**src/sv/lzx_pkg.sv**
```systemverilog
// ----------------------------------------------------------------------------
// lzx_pkg
// Shared constants and types for the LZ extension byte decompressor.
// ----------------------------------------------------------------------------
package lzx_pkg;

    localparam int unsigned LZX_WINDOW_BYTES = 4096;

    // result status codes
    localparam logic [2:0] ST_BYTE          = 3'd0;
    localparam logic [2:0] ST_NO_OUTPUT     = 3'd1;
    localparam logic [2:0] ST_BEFORE_START  = 3'd2;
    localparam logic [2:0] ST_BEYOND_WINDOW = 3'd3;
    localparam logic [2:0] ST_DROPPED       = 3'd4;

    // item kinds
    localparam logic KIND_BYTE = 1'b0;
    localparam logic KIND_TICK = 1'b1;

    // request from the decoder to the resolve/output stage
    typedef struct packed {
        logic       load;      // a result goes down the pipe this cycle
        logic       write;     // the result byte enters the window
        logic       from_mem;  // result byte comes from the window read
        logic [2:0] status;
        logic       more;
        logic       done;
        logic [7:0] lit_byte;  // literal byte, zero on non-byte results
    } t_lzx_req;

endpackage

```
**src/sv/lzx_out_stage.sv**
```systemverilog
// ----------------------------------------------------------------------------
// lzx_out_stage
// Resolves the result byte from the literal, the window read or a forwarded write,
// writes it back to the window and holds it in the output register.
// ----------------------------------------------------------------------------
module lzx_out_stage
    import lzx_pkg::*;
#(
    parameter int unsigned WINDOW_BYTES = LZX_WINDOW_BYTES,
    parameter int unsigned AW           = $clog2(WINDOW_BYTES)
) (
    input  logic          i_clk,
    input  logic          i_rst_n,
    input  t_lzx_req      i_req,
    input  logic [AW-1:0] i_wr_addr,
    input  logic          i_rd_en,
    input  logic [AW-1:0] i_rd_addr,
    input  logic [7:0]    i_ram_rd,
    output logic          o_ram_we,
    output logic [AW-1:0] o_ram_wa,
    output logic [7:0]    o_ram_wd,
    output logic          o_in_stall,
    output logic          o_out_valid,
    input  logic          i_out_stall,
    output logic [7:0]    o_out_byte,
    output logic [2:0]    o_status,
    output logic          o_more_pending,
    output logic          o_done_res
);

    t_lzx_req      r_s1;
    logic          r_s1_valid;
    logic [AW-1:0] r_s1_wa;
    logic          r_fwd_hit;
    logic [7:0]    r_fwd_data;
    logic          r_out_valid;
    logic [7:0]    r_out_byte;
    logic [2:0]    r_status;
    logic          r_more, r_done;

    logic          s1_fire;
    logic [7:0]    s1_data;

    assign s1_fire    = r_s1_valid && (!r_out_valid || !i_out_stall);
    assign s1_data    = !r_s1.from_mem ? r_s1.lit_byte :
                        (r_fwd_hit ? r_fwd_data : i_ram_rd);
    assign o_in_stall = r_s1_valid && !s1_fire;

    assign o_ram_we = s1_fire && r_s1.write;
    assign o_ram_wa = r_s1_wa;
    assign o_ram_wd = s1_data;

    always_ff @(posedge i_clk) begin
        if (!i_rst_n) begin
            r_s1_valid  <= 1'b0;
            r_out_valid <= 1'b0;
        end else begin
            if (i_req.load) begin
                r_s1_valid <= 1'b1;
            end else if (s1_fire) begin
                r_s1_valid <= 1'b0;
            end
            if (s1_fire) begin
                r_out_valid <= 1'b1;
            end else if (!i_out_stall) begin
                r_out_valid <= 1'b0;
            end
        end
    end

    always_ff @(posedge i_clk) begin
        if (i_req.load) begin
            r_s1    <= i_req;
            r_s1_wa <= i_wr_addr;
            // read collides with the write leaving this cycle: forward it
            r_fwd_hit  <= i_rd_en && s1_fire && r_s1.write && (r_s1_wa == i_rd_addr);
            r_fwd_data <= s1_data;
        end
        if (s1_fire) begin
            r_out_byte <= s1_data;
            r_status   <= r_s1.status;
            r_more     <= r_s1.more;
            r_done     <= r_s1.done;
        end
    end

    assign o_out_valid    = r_out_valid;
    assign o_out_byte     = r_out_byte;
    assign o_status       = r_status;
    assign o_more_pending = r_more;
    assign o_done_res     = r_done;

    a_write_only_bytes: assert property (@(posedge i_clk) disable iff (!i_rst_n)
        o_ram_we |-> r_s1.status == ST_BYTE)
        else $error("window written by a non-byte result");

    a_no_overrun: assert property (@(posedge i_clk) disable iff (!i_rst_n)
        r_s1_valid && !s1_fire |-> !i_req.load)
        else $error("request loaded over a held stage");

    a_fwd_from_mem: assert property (@(posedge i_clk) disable iff (!i_rst_n)
        r_s1_valid && r_fwd_hit |-> r_s1.from_mem)
        else $error("forward flagged on a literal result");

endmodule
```
**config.mk**
```make
export PLATFORM = sky130hd
export DESIGN_NAME = lzx_out_stage
export DESIGN_NICKNAME = d
export VERILOG_FILES = /design/src/sv/lzx_pkg.sv /design/src/sv/lzx_out_stage.sv
export SDC_FILE = /design/constraint.sdc
export NUM_CORES = 1
export LEC_CHECK = 0
export ABC_CLOCK_PERIOD_IN_PS = 1900
export BUFFER_PORTS_ARGS = -buffer_cell sky130_fd_sc_hd__buf_2
export CORE_MARGIN = 3
export CORE_UTILIZATION = 49
export DETAILED_ROUTE_END_ITERATION = 12
export GPL_ROUTABILITY_DRIVEN = 0
export PLACE_DENSITY = 0.84
export SYNTH_ARGS = -nofsm -noshare
export SYNTH_HDL_FRONTEND = slang
export SYNTH_SLANG_ARGS = --single-unit
```
**constraint.sdc**
```tcl
create_clock -name i_clk -period 1.9 [get_ports i_clk]
set_input_delay 0.38 -clock i_clk [delete_from_list [all_inputs] [get_ports i_clk]]
set_output_delay 0.38 -clock i_clk [all_outputs]
set_load 0.1 [all_outputs]
```
==> impl_metrics.json <==
{
  "route.antenna.remaining_nets": 0,
  "io_buffers": 87,
  "timing.setup.critical_path_class": "register to output pin",
  "clock-skew-final_ns": 0.00492,
  "route.detailed.drc": 0,
  "cp.arrival_ns": 1.46,
  "detailroute.via_count": 1174,
  "min_period_ns": 1.84,
  "worstPathMaxFanout": 8,
  "report.final.slew_viol_count": 0,
  "crit_path_max_incr_delay_ns": 0.36,
  "cts.path.max_buffers": 2,
  "finalNetCount": 249,
  "design.die.area_um2": 4580,
  "clock_insertion_delay_at_the_later_pin_of_the_skew_report_ns": 0.29,
  "vias_per_cell": 4.81,
  "detail_route.iter0.violations": 55,
  "clk_pin_slew_worst_paths_ns": 0.08,
  "yosys_warnings": 0,
  "timing.critical_path.cells": "buf_4 > mux2i_1 > a21oi_2 > buf_12",
  "static_leak_nw": 1.07,
  "grt_pass1_wl_um": 5690,
  "timing.critical_path.required_ns": 1.52,
  "floorplan.die.width_um": 67.7,
  "max-slew-margin-rel_pct": 67.1,
  "number_of_gates_given_a_new_drive_strength_after_cts": 0,
  "first_pass_iters": 4,
  "power_density_nw_per_um2": 1010,
  "cell_types_with_the_largest_area_share_after_synthesis": "edfxtp_1, xnor2_1, mux2i_1, a21oi_1, dfxtp_1",
  "p_clk_share_pct": 20.9,
  "max_freq_mhz": 544,
  "synthToLayoutAreaGrowth_pct": 41.9,
  "p_sw_share_pct": 33.2,
  "dp.cells": 235,
  "antenna_found_initial": 0,
  "share_of_synthesized_area_occupied_by_flip_flops_and_latches_pct": 81.0,
  "antenna_cells_inserted": 0,
  "ys_ff_latch": 51,
  "boundaryPins": 88,
  "max_cap_viol_count": 0,
  "vdd_ir_drop_max_v": 0.000567,
  "number_of_h_tree_levels": 2,
  "hold_violations": 0,
  "final_cells": 244,
  "syn_avg_cell_area_um2": 18.5,
  "holdCritPathClass": "input port to register",
  "ctsRootBufferMaster": "clkbuf_8",
  "grt_util_all_layers_pct": 17.6,
  "cts-hold-fix-buffers": 0,
  "layout.filler_cells": 214,
  "wire_per_inst_um": 14.7,
  "placeableCoreArea_um2": 3490,
  "start_util_pct": 53.4,
  "cp_num_buf_inv": 2,
  "rows": 21,
  "worst_path_max_delay_cell": "edfxtp_1",
  "syn_nets": 153,
  "cp-end-kind": "output pin",
  "synthesis.instances": 101,
  "worst-slew-pin-transition_ns": 0.496,
  "cts_tree": "yes",
  "share_comb_of_total_power_pct": 28.2,
  "gr-total-overflow": 0,
  "tritoncts_num_sinks": 51,
  "grt_max_degree": 17,
  "final_layout_size_suffix_gt1_share_pct": 56.1,
  "netlist.top_cell.by_area": "edfxtp_1",
  "minimum_hold_slack_ns": 0.261,
  "startpoint_type": "register",
  "synth_top_area_share_pct": 78.9,
  "synthDistinctLibCells": 16,
  "rsz0062_at_grt": "false",
  "via_count_of_the_first_global_routing_pass": 1198,
  "die_h_um": 67.7,
  "post-route-period-util_pct": 96.7,
  "net-switching-power_mw": 0.887,
  "internal_power_mw": 1.79,
  "path_delay_family": "buffers and inverters",
  "finalSetupViolations": 0,
  "totalWireLength_um": 3600,
  "synth.cell_area_um2": 1870,
  "numCtsBuffers": 5,
  "seq_power_share_pct": 50.9,
  "run_status": "finished clean"
}
synthesized netlist by cell type:
cell type and n:
xnor2_1 12, edfxtp_1 49, and3_1 1, dfxtp_1 2, nand3_1 1, buf_4 2, clkbuf_2 1, nor4_2 1
a21oi_1 9, nor2_1 8, and2_1 1, mux2i_1 8, a21boi_2 1, nand4_1 3, nor2b_1 1, o21a_1 1
layout by cell type (no fill, tap or decap), drive strengths merged:
master | netlist | routed
buf | 2 | 92
edfxtp | 49 | 49
xnor2 | 12 | 12
a21oi | 9 | 9
mux2i | 8 | 8
nor2 | 8 | 8
clkbuf | 1 | 7
nand4 | 3 | 3
dfxtp | 2 | 2
a21boi | 1 | 1
nand3 | 1 | 1
nor4 | 1 | 1
and3 | 1 | 1
and2 | 1 | 1
o21a | 1 | 1
nor2b | 1 | 1
clkinv | 0 | 1
metrics by stage:
stage	instance area (µm²)	power [mW]	setup WS, ns	setup TNS (ns)	util, %
after global placement	2540	2.12	0.242	0	72.8
final	2650	2.67	0.0620	0	75.7
after global routing	2650	2.79	0.000149	0	75.7
after detailed placement	2540	2.14	0.170	0	72.8
after CTS	2650	2.70	0.0415	0	75.7
after floorplan	1910	1.91	-0.0846	-1.96	-
layer usage:
metal | global-route usage, % | vias up | share of wire [%]
li1 | - | 573 | -
met1 | 21.1 | 534 | 39
met2 | 28.2 | 65 | 49
met3 | 6.66 | 2 | 11
met4 | 7.59 | 0 | 0.95
met5 | 0 | - | 0
state kept, by name, indices dropped and copies added, names as in the netlist:
signal	cells
r_s1	15
o_ram_wa	12
o_out_byte	8
r_fwd_data	8
o_status	3
o_done_res	1
o_more_pending	1
o_out_valid	1
r_fwd_hit	1
r_s1_valid	1
cell families (layout without fill, tap and decap cells):
| kind of cell | after synthesis | after routing | share of synthesized area [%] |
|---|---|---|---|
| AOI/OAI and AO/OA | 11 | 11 | 3.42 |
| xor gates and xnor gates | 12 | 12 | 5.63 |
| buffers and inverters | 3 | 100 | 1.07 |
| DFF | 51 | 51 | 81.0 |
| muxes | 8 | 8 | 4.29 |
| and+or+nand+nor | 16 | 16 | 4.56 |
power groups by stage:
stage               Combinational, mW  Clock (mW)  Sequential (mW)
detailed placement              0.740           0             1.40
global placement                0.730           0             1.39
finish                          0.753       0.559             1.36
floorplan                       0.258           0             1.65
global route                    0.781       0.636             1.37
CTS                             0.758       0.582             1.36
path summary, 6_finish.rpt:
check	slack, ns	start	cells past startpoint	end
setup / recovery	0.06	r_fwd_hit$_DFFE_PP_	4	o_ram_wd[5]
hold / removal	0.26	i_req[4]	1	r_s1[4]$_DFFE_PP_
setup reg to reg	0.67	r_s1_valid$_SDFFE_PN0P_	4	r_fwd_hit$_DFFE_PP_
hold reg to reg	0.42	r_s1[8]$_DFFE_PP_	0	o_done_res$_DFFE_PP_
final cells by class:
cell class / instances / area [µm²] / area share, %
clock inverter: 1 / 5.00 / 0.189
sequential: 51 / 1510 / 57.2
multi-input combinational: 47 / 374 / 14.1
timing repair buffer: 92 / 621 / 23.5
clock buffer: 7 / 76.3 / 2.88
tap: 46 / 57.6 / 2.17
what timing repair did:
item	in CTS	in global routing
gates cloned	0	0
buffers inserted	1	0
endpoints found under the setup margin	8	2
pin swaps	0	2
Note: power is estimated with default switching activity, not from simulation.
