File: src/sv/lzx_pkg.sv
// ----------------------------------------------------------------------------
// lzx_pkg
// Shared constants and types for the LZ extension byte decompressor.
// ----------------------------------------------------------------------------
package lzx_pkg;

    localparam int unsigned LZX_WINDOW_BYTES = 4096;

    // result status codes
    localparam logic [2:0] ST_BYTE          = 3'd0;
    localparam logic [2:0] ST_NO_OUTPUT     = 3'd1;
    localparam logic [2:0] ST_BEFORE_START  = 3'd2;
    localparam logic [2:0] ST_BEYOND_WINDOW = 3'd3;
    localparam logic [2:0] ST_DROPPED       = 3'd4;

    // item kinds
    localparam logic KIND_BYTE = 1'b0;
    localparam logic KIND_TICK = 1'b1;

    // request from the decoder to the resolve/output stage
    typedef struct packed {
        logic       load;      // a result goes down the pipe this cycle
        logic       write;     // the result byte enters the window
        logic       from_mem;  // result byte comes from the window read
        logic [2:0] status;
        logic       more;
        logic       done;
        logic [7:0] lit_byte;  // literal byte, zero on non-byte results
    } t_lzx_req;

endpackage

File: src/sv/lzx_ctrl.sv
// ----------------------------------------------------------------------------
// lzx_ctrl
// Operation decoder: extension prefixes, literal runs, copy setup and
// stepping, output count and window write pointer.
// ----------------------------------------------------------------------------
module lzx_ctrl
    import lzx_pkg::*;
#(
    parameter int unsigned WINDOW_BYTES = LZX_WINDOW_BYTES,
    parameter int unsigned AW           = $clog2(WINDOW_BYTES)
) (
    input  logic          i_clk,
    input  logic          i_rst_n,
    input  logic          i_accept,
    input  logic          i_kind,
    input  logic [7:0]    i_data_byte,
    input  logic          i_cfg_we,
    input  logic [31:0]   i_cfg_wdata,
    output t_lzx_req      o_req,
    output logic          o_rd_en,
    output logic [AW-1:0] o_rd_addr,
    output logic [AW-1:0] o_wr_addr
);

    localparam logic [AW-1:0] LAST_IDX = AW'(WINDOW_BYTES - 1);
    localparam logic [AW:0]   SUM_BIAS = (AW+1)'(WINDOW_BYTES - 1);
    localparam logic [AW:0]   WIN_W    = (AW+1)'(WINDOW_BYTES);
    localparam logic [31:0]   WIN_32   = 32'(WINDOW_BYTES);

    logic [31:0]   r_exp, r_off, r_run, r_opc, r_lit, r_copy, r_oc;
    logic [31:0]   n_off, n_run, n_opc, n_lit, n_copy, n_oc;
    logic [AW-1:0] r_csi, r_wi, n_csi, n_wi;
    logic          r_halted, n_halted;

    logic [31:0]   opc_inc, copy_dist, len;
    logic [AW:0]   src_sum;
    logic [AW-1:0] src_idx, cp_src;
    logic [31:0]   cp_left;
    logic          do_copy, emit;
    t_lzx_req      req;

    function automatic logic [AW-1:0] wrap_inc(input logic [AW-1:0] idx);
        wrap_inc = (idx == LAST_IDX) ? '0 : idx + 1'b1;
    endfunction

    assign opc_inc   = r_opc + 32'd1;
    assign copy_dist = {r_off[27:0], i_data_byte[3:0]};
    assign len       = {r_run[28:0], i_data_byte[6:4]} + opc_inc + 32'd1;
    // source sits copy_dist places before the last written byte
    assign src_sum = {1'b0, r_wi} + SUM_BIAS - copy_dist[AW:0];
    assign src_idx = (src_sum >= WIN_W) ? AW'(src_sum - WIN_W) : src_sum[AW-1:0];

    always_comb begin
        n_off    = r_off;
        n_run    = r_run;
        n_opc    = r_opc;
        n_lit    = r_lit;
        n_copy   = r_copy;
        n_oc     = r_oc;
        n_csi    = r_csi;
        n_wi     = r_wi;
        n_halted = r_halted;
        req      = '0;
        do_copy  = 1'b0;
        emit     = 1'b0;
        cp_src   = r_csi;
        cp_left  = r_copy;
        o_rd_en  = 1'b0;

        if (i_accept && !r_halted) begin
            if (i_kind == KIND_TICK) begin
                do_copy = (r_copy != 32'd0);
            end else if (r_copy != 32'd0) begin
                // drop stream byte while a copy is pending
                req.load   = 1'b1;
                req.status = ST_DROPPED;
                req.more   = 1'b1;
            end else if (r_lit != 32'd0) begin
                n_lit        = r_lit - 32'd1;
                emit         = 1'b1;
                req.lit_byte = i_data_byte;
            end else if (r_oc < r_exp) begin
                n_opc = opc_inc;
                if (i_data_byte[7]) begin
                    if (i_data_byte[6]) begin
                        n_off = {r_off[25:0], i_data_byte[5:0]};
                    end else if (i_data_byte[5]) begin
                        n_run = {r_run[26:0], i_data_byte[4:0]};
                    end else if (i_data_byte[4]) begin
                        n_off = {r_off[29:0], i_data_byte[3:2]};
                        n_run = {r_run[29:0], i_data_byte[1:0]};
                    end else begin
                        n_lit = {r_run[27:0], i_data_byte[3:0]} + 32'd1;
                        n_opc = '0;
                        n_off = '0;
                        n_run = '0;
                    end
                end else if (r_oc == 32'd0) begin
                    n_halted   = 1'b1;
                    req.load   = 1'b1;
                    req.status = ST_NO_OUTPUT;
                end else if (copy_dist >= r_oc) begin
                    n_halted   = 1'b1;
                    req.load   = 1'b1;
                    req.status = ST_BEFORE_START;
                end else if (copy_dist >= WIN_32) begin
                    n_halted   = 1'b1;
                    req.load   = 1'b1;
                    req.status = ST_BEYOND_WINDOW;
                end else begin
                    n_opc   = '0;
                    n_off   = '0;
                    n_run   = '0;
                    n_csi   = src_idx;
                    n_copy  = len;
                    cp_src  = src_idx;
                    cp_left = len;
                    do_copy = (len != 32'd0);
                end
            end
        end

        if (do_copy) begin
            o_rd_en      = 1'b1;
            n_csi        = wrap_inc(cp_src);
            n_copy       = cp_left - 32'd1;
            emit         = 1'b1;
            req.from_mem = 1'b1;
        end

        if (emit) begin
            n_wi       = wrap_inc(r_wi);
            n_oc       = (r_oc == 32'hFFFF_FFFF) ? r_oc : r_oc + 32'd1;
            req.load   = 1'b1;
            req.write  = 1'b1;
            req.status = ST_BYTE;
            req.more   = (n_copy != 32'd0);
            req.done   = (n_lit == 32'd0) && (n_copy == 32'd0) && (n_oc >= r_exp);
        end
    end

    always_ff @(posedge i_clk) begin
        if (!i_rst_n) begin
            r_exp    <= '0;
            r_off    <= '0;
            r_run    <= '0;
            r_opc    <= '0;
            r_lit    <= '0;
            r_copy   <= '0;
            r_oc     <= '0;
            r_csi    <= '0;
            r_wi     <= '0;
            r_halted <= 1'b0;
        end else begin
            if (i_cfg_we) begin
                r_exp <= i_cfg_wdata;
            end
            r_off    <= n_off;
            r_run    <= n_run;
            r_opc    <= n_opc;
            r_lit    <= n_lit;
            r_copy   <= n_copy;
            r_oc     <= n_oc;
            r_csi    <= n_csi;
            r_wi     <= n_wi;
            r_halted <= n_halted;
        end
    end

    assign o_req     = req;
    assign o_rd_addr = cp_src;
    assign o_wr_addr = r_wi;

    a_halt_sticky: assert property (@(posedge i_clk) disable iff (!i_rst_n)
        r_halted |=> r_halted)
        else $error("halt flag cleared without reset");

    a_drop_needs_copy: assert property (@(posedge i_clk) disable iff (!i_rst_n)
        req.load && req.status == ST_DROPPED |-> r_copy != 32'd0)
        else $error("dropped byte reported with no copy pending");

    a_wptr_range: assert property (@(posedge i_clk) disable iff (!i_rst_n)
        r_wi <= LAST_IDX && r_csi <= LAST_IDX)
        else $error("window pointer outside window");

    a_halted_silent: assert property (@(posedge i_clk) disable iff (!i_rst_n)
        r_halted |-> !req.load)
        else $error("result produced while halted");

endmodule

File: config.mk
export PLATFORM = sky130hd
export DESIGN_NAME = lzx_ctrl
export DESIGN_NICKNAME = d
export VERILOG_FILES = /design/src/sv/lzx_pkg.sv /design/src/sv/lzx_ctrl.sv
export SDC_FILE = /design/constraint.sdc
export NUM_CORES = 1
export LEC_CHECK = 0
export BUFFER_PORTS_ARGS = -buffer_cell sky130_fd_sc_hd__buf_4
export CAP_MARGIN = 20
export CORE_MARGIN = 2
export CORE_UTILIZATION = 40
export CTS_CLUSTER_SIZE = 10
export DETAILED_ROUTE_END_ITERATION = 12
export SETUP_SLACK_MARGIN = 0.4
export SLEW_MARGIN = 20
export SYNTH_ARGS = -nofsm -noshare
export SYNTH_HDL_FRONTEND = slang
export SYNTH_SLANG_ARGS = --single-unit
File: constraint.sdc
create_clock -name i_clk -period 8 [get_ports i_clk]
set_input_delay 0.4 -clock i_clk [delete_from_list [all_inputs] [get_ports i_clk]]
set_output_delay 0.4 -clock i_clk [all_outputs]
set_load 0.02 [all_outputs]
==> run_results.csv <==
group,metric,value,unit
power,power_per_cell_area,348,nW/um2
synthesis,syn_inst,2600,
synthesis,synthTopCellsByArea,"dfxtp_1, ha_1, a21oi_1",
die,die_height,221,um
worst_setup_path,crit_required,7.60,ns
synthesis,synth-edff-count,0,
drt,vias,19417,
layout,design_area,21800,um2
synthesis,syn_nets,2795,
timing,fmax,0.136,GHz
synthesis,ys_async_sr_fraction,0,%
timing,period_share,92.0,%
clock_tree,cts_tree,"built",
timing,setup_viol,0,
global_routing,grt_pass1_vias,18175,
layout,final_cell_mix,"nor2_1, nand2_1, a21oi_1",
layout,areaGrowthSynthToFinish,15.6,%
power,power.leakage,8.54,nW
die,start_util,40.5,%
clock_tree,clock_latency,0.59,ns
synthesis,synth_seq_area_share,25.7,%
hold_path,hp-class,"primary input to flop",
synthesis,synthFlopType,"dfxtp_1",
global_routing,grt_max_degree,98,
timing,post-route-min-period,7.36,ns
placed_design,pre_cts_slack,0.225,ns
layout,mostFrequentLayoutCell,"nor2_1",
synthesis,syn_area,18900,um2
worst_setup_path,critPathCaptureType,"output pin",
clock_tree,htreeDepth,1,
die,die-area,48900,um2
die,num_rows,79,
clock_tree,path_clk_slew,0.06,ns
power,power.total,7.59,mW
placed_design,placed_area,20100,um2
drt,vias_per_cell,5.91,
die,ioPinCount,86,
worst_setup_path,cp_common_cell,"buf_4",
synthesis,yosysUniqueCellTypes,82,
synthesis,yosysWarningCount,0,
die,core,46600,um2
timing,maxSlewHeadroom,27.9,%
die,die_w,221,um
layout,multi_input_area,13700,um2
layout,fin_nets,2856,
worst_setup_path,start_kind,"flop",
drt,drt_iter0_drc,1702,
timing,slew_viol_final,0,
worst_setup_path,cp_slowest_stage_delay,0.55,ns
timing,fin_tns_setup,0,ns
timing,setup_slack,0.644,ns
global_routing,antenna_found_initial,1,
global_routing,grt_util_all_layers,25.8,%
timing,hold_viol,0,
drt,drc_errors,0,
global_routing,globalRouteOverflowTotal,0,
global_routing,grt_pass1_wl,103000,um
timing,rsz0062_at_grt,"no",
synthesis,synth_top_area_share,25.7,%
clock_tree,clockRootBuffer,"clkbuf_16",
clock_tree,clock-sinks,242,
clock_tree,hold_buffers,0,
worst_setup_path,critPathArrivalTime,6.96,ns
placed_design,numPortBuffers,85,
synthesis,yosys.area.top_type,"dfxtp_1",
worst_setup_path,critPathSlowestCell,"or4_1",
clock_tree,cts_buffers,31,
clock_tree,clock_path_buffers,3,
drt,ant_nets,0,
power,peakVddDrop,0.426,mV
drt,drt-wirelength-per-cell,20.1,um
timing,tightest_slew,1.08,ns
drt,first_pass_iters,5,
placed_design,dp_hpwl,49200,um
timing,clock_skew,0.0126,ns
flow_run,drv_cap,0,
worst_setup_path,cp_max_fo,8,
layout,seq_area,4850,um2
layout,layout-drive-gt1-share,11.8,%
layout,num-fill-cells,4670,
status,outcome,"finished, final reports clean",
worst_setup_path,crit_type,"flop to output pin",
synthesis,ys_ff_latch,242,
drt,wl,66100,um
placed_design,gp_congestion,0.957,
synthesis,syn_area_per_cell,7.25,um2
-- power by group --
group / internal (mW) / leakage [nW] / switching (mW)
clock: 0.769 / 0.457 / 0.560
combinational: 1.61 / 6.12 / 3.11
sequential: 1.37 / 1.96 / 0.177
-- synth_stat cells, drive strengths merged, types with 53 or more instances --
cell type and instances:
nand4 70, nor2 324, and2 64, a21oi 245, clkbuf 104, o21ai 157
dfxtp 242, inv 115, xnor2 120, xor2 53, nand2 288, nand3 77
ha 148, nor3 82
-- worst max-delay path: cells and delay by family (launching register included) --
kind	cells	cell delay, ns
buffers and inverters	3	0.60
AOI/OAI and AO/OA	5	1.27
and+or+nand+nor	14	3.32
xor gates and xnor gates	2	0.33
adders and majority gates	2	0.47
DFF	1	0.38
-- stage by stage --
| stage | hold slack [ns] | utilization [%] | cells |
|---|---|---|---|
| 2_1_floorplan | 0.432 | - | 2600 |
| 5_1_grt | 0.0335 | 46.8 | 3288 |
| 3_5_place_dp | 0.447 | 43.2 | 3213 |
| 4_1_cts | 0.0184 | 45.6 | 3268 |
| 3_3_place_gp | 0.441 | 43.2 | 3213 |
| 6_report | 0.0431 | 46.8 | 3288 |
-- logic make-up after synthesis --
| group | synth area share, % |
|---|---|
| xor+xnor | 8.03 |
| buf+inv | 4.70 |
| mux | 2.09 |
| flops | 25.7 |
| simple gates | 29.0 |
| fa+ha+maj | 10.0 |
| compound gates | 20.5 |
-- sequential cells by signal, summed over array words and instances (netlist names), 12 cells and up --
| signal | cells |
|---|---|
| o_wr_addr | 12 |
| r_oc | 32 |
| r_exp | 32 |
| r_lit | 32 |
| r_off | 28 |
| r_opc | 32 |
| r_run | 29 |
| r_csi | 12 |
| r_copy | 32 |
-- layout make-up --
| type | instances | share of cell area, % |
|---|---|---|
| clock buffers | 48 | 4.17 |
| inverters | 115 | 2.00 |
| well taps | 607 | 3.48 |
| flip-flops and latches | 242 | 22.3 |
| repair buffers | 145 | 5.05 |
| diodes | 1 | 0.0115 |
| multi-input cells | 2126 | 62.9 |
| clock inverters | 4 | 0.138 |
-- layer usage --
metal	vias up	part of all wire, %	global-route usage (%)
met5	-	0	0
met4	0	3.6	9.22
met3	148	5.6	3.39
met2	579	46	42.1
met1	9274	45	35.0
li1	9416	-	-
-- path summary, 6_finish.rpt --
kind | depth (start not counted) | end | startpoint | slack (ns)
worst min register to register | 2 | r_opc[8]$_SDFFE_PN0P_ | r_opc[8]$_SDFFE_PN0P_ | 0.46
worst min-delay path | 3 | r_exp[16]$_SDFFE_PN0P_ | i_cfg_wdata[16] | 0.04
worst max-delay path | 26 | o_req[8] | r_opc[0]$_SDFFE_PN0P_ | 0.64
worst max register to register | 28 | o_wr_addr[0]$_SDFFE_PN0N_ | r_opc[0]$_SDFFE_PN0P_ | 1.41
-- repair_timing --
action	CTS	global route
gates resized for setup	42	90
pin swaps	3	23
setup buffers	3	19
setup endpoints to repair	2	2
Power figures use the tool's default switching activity.
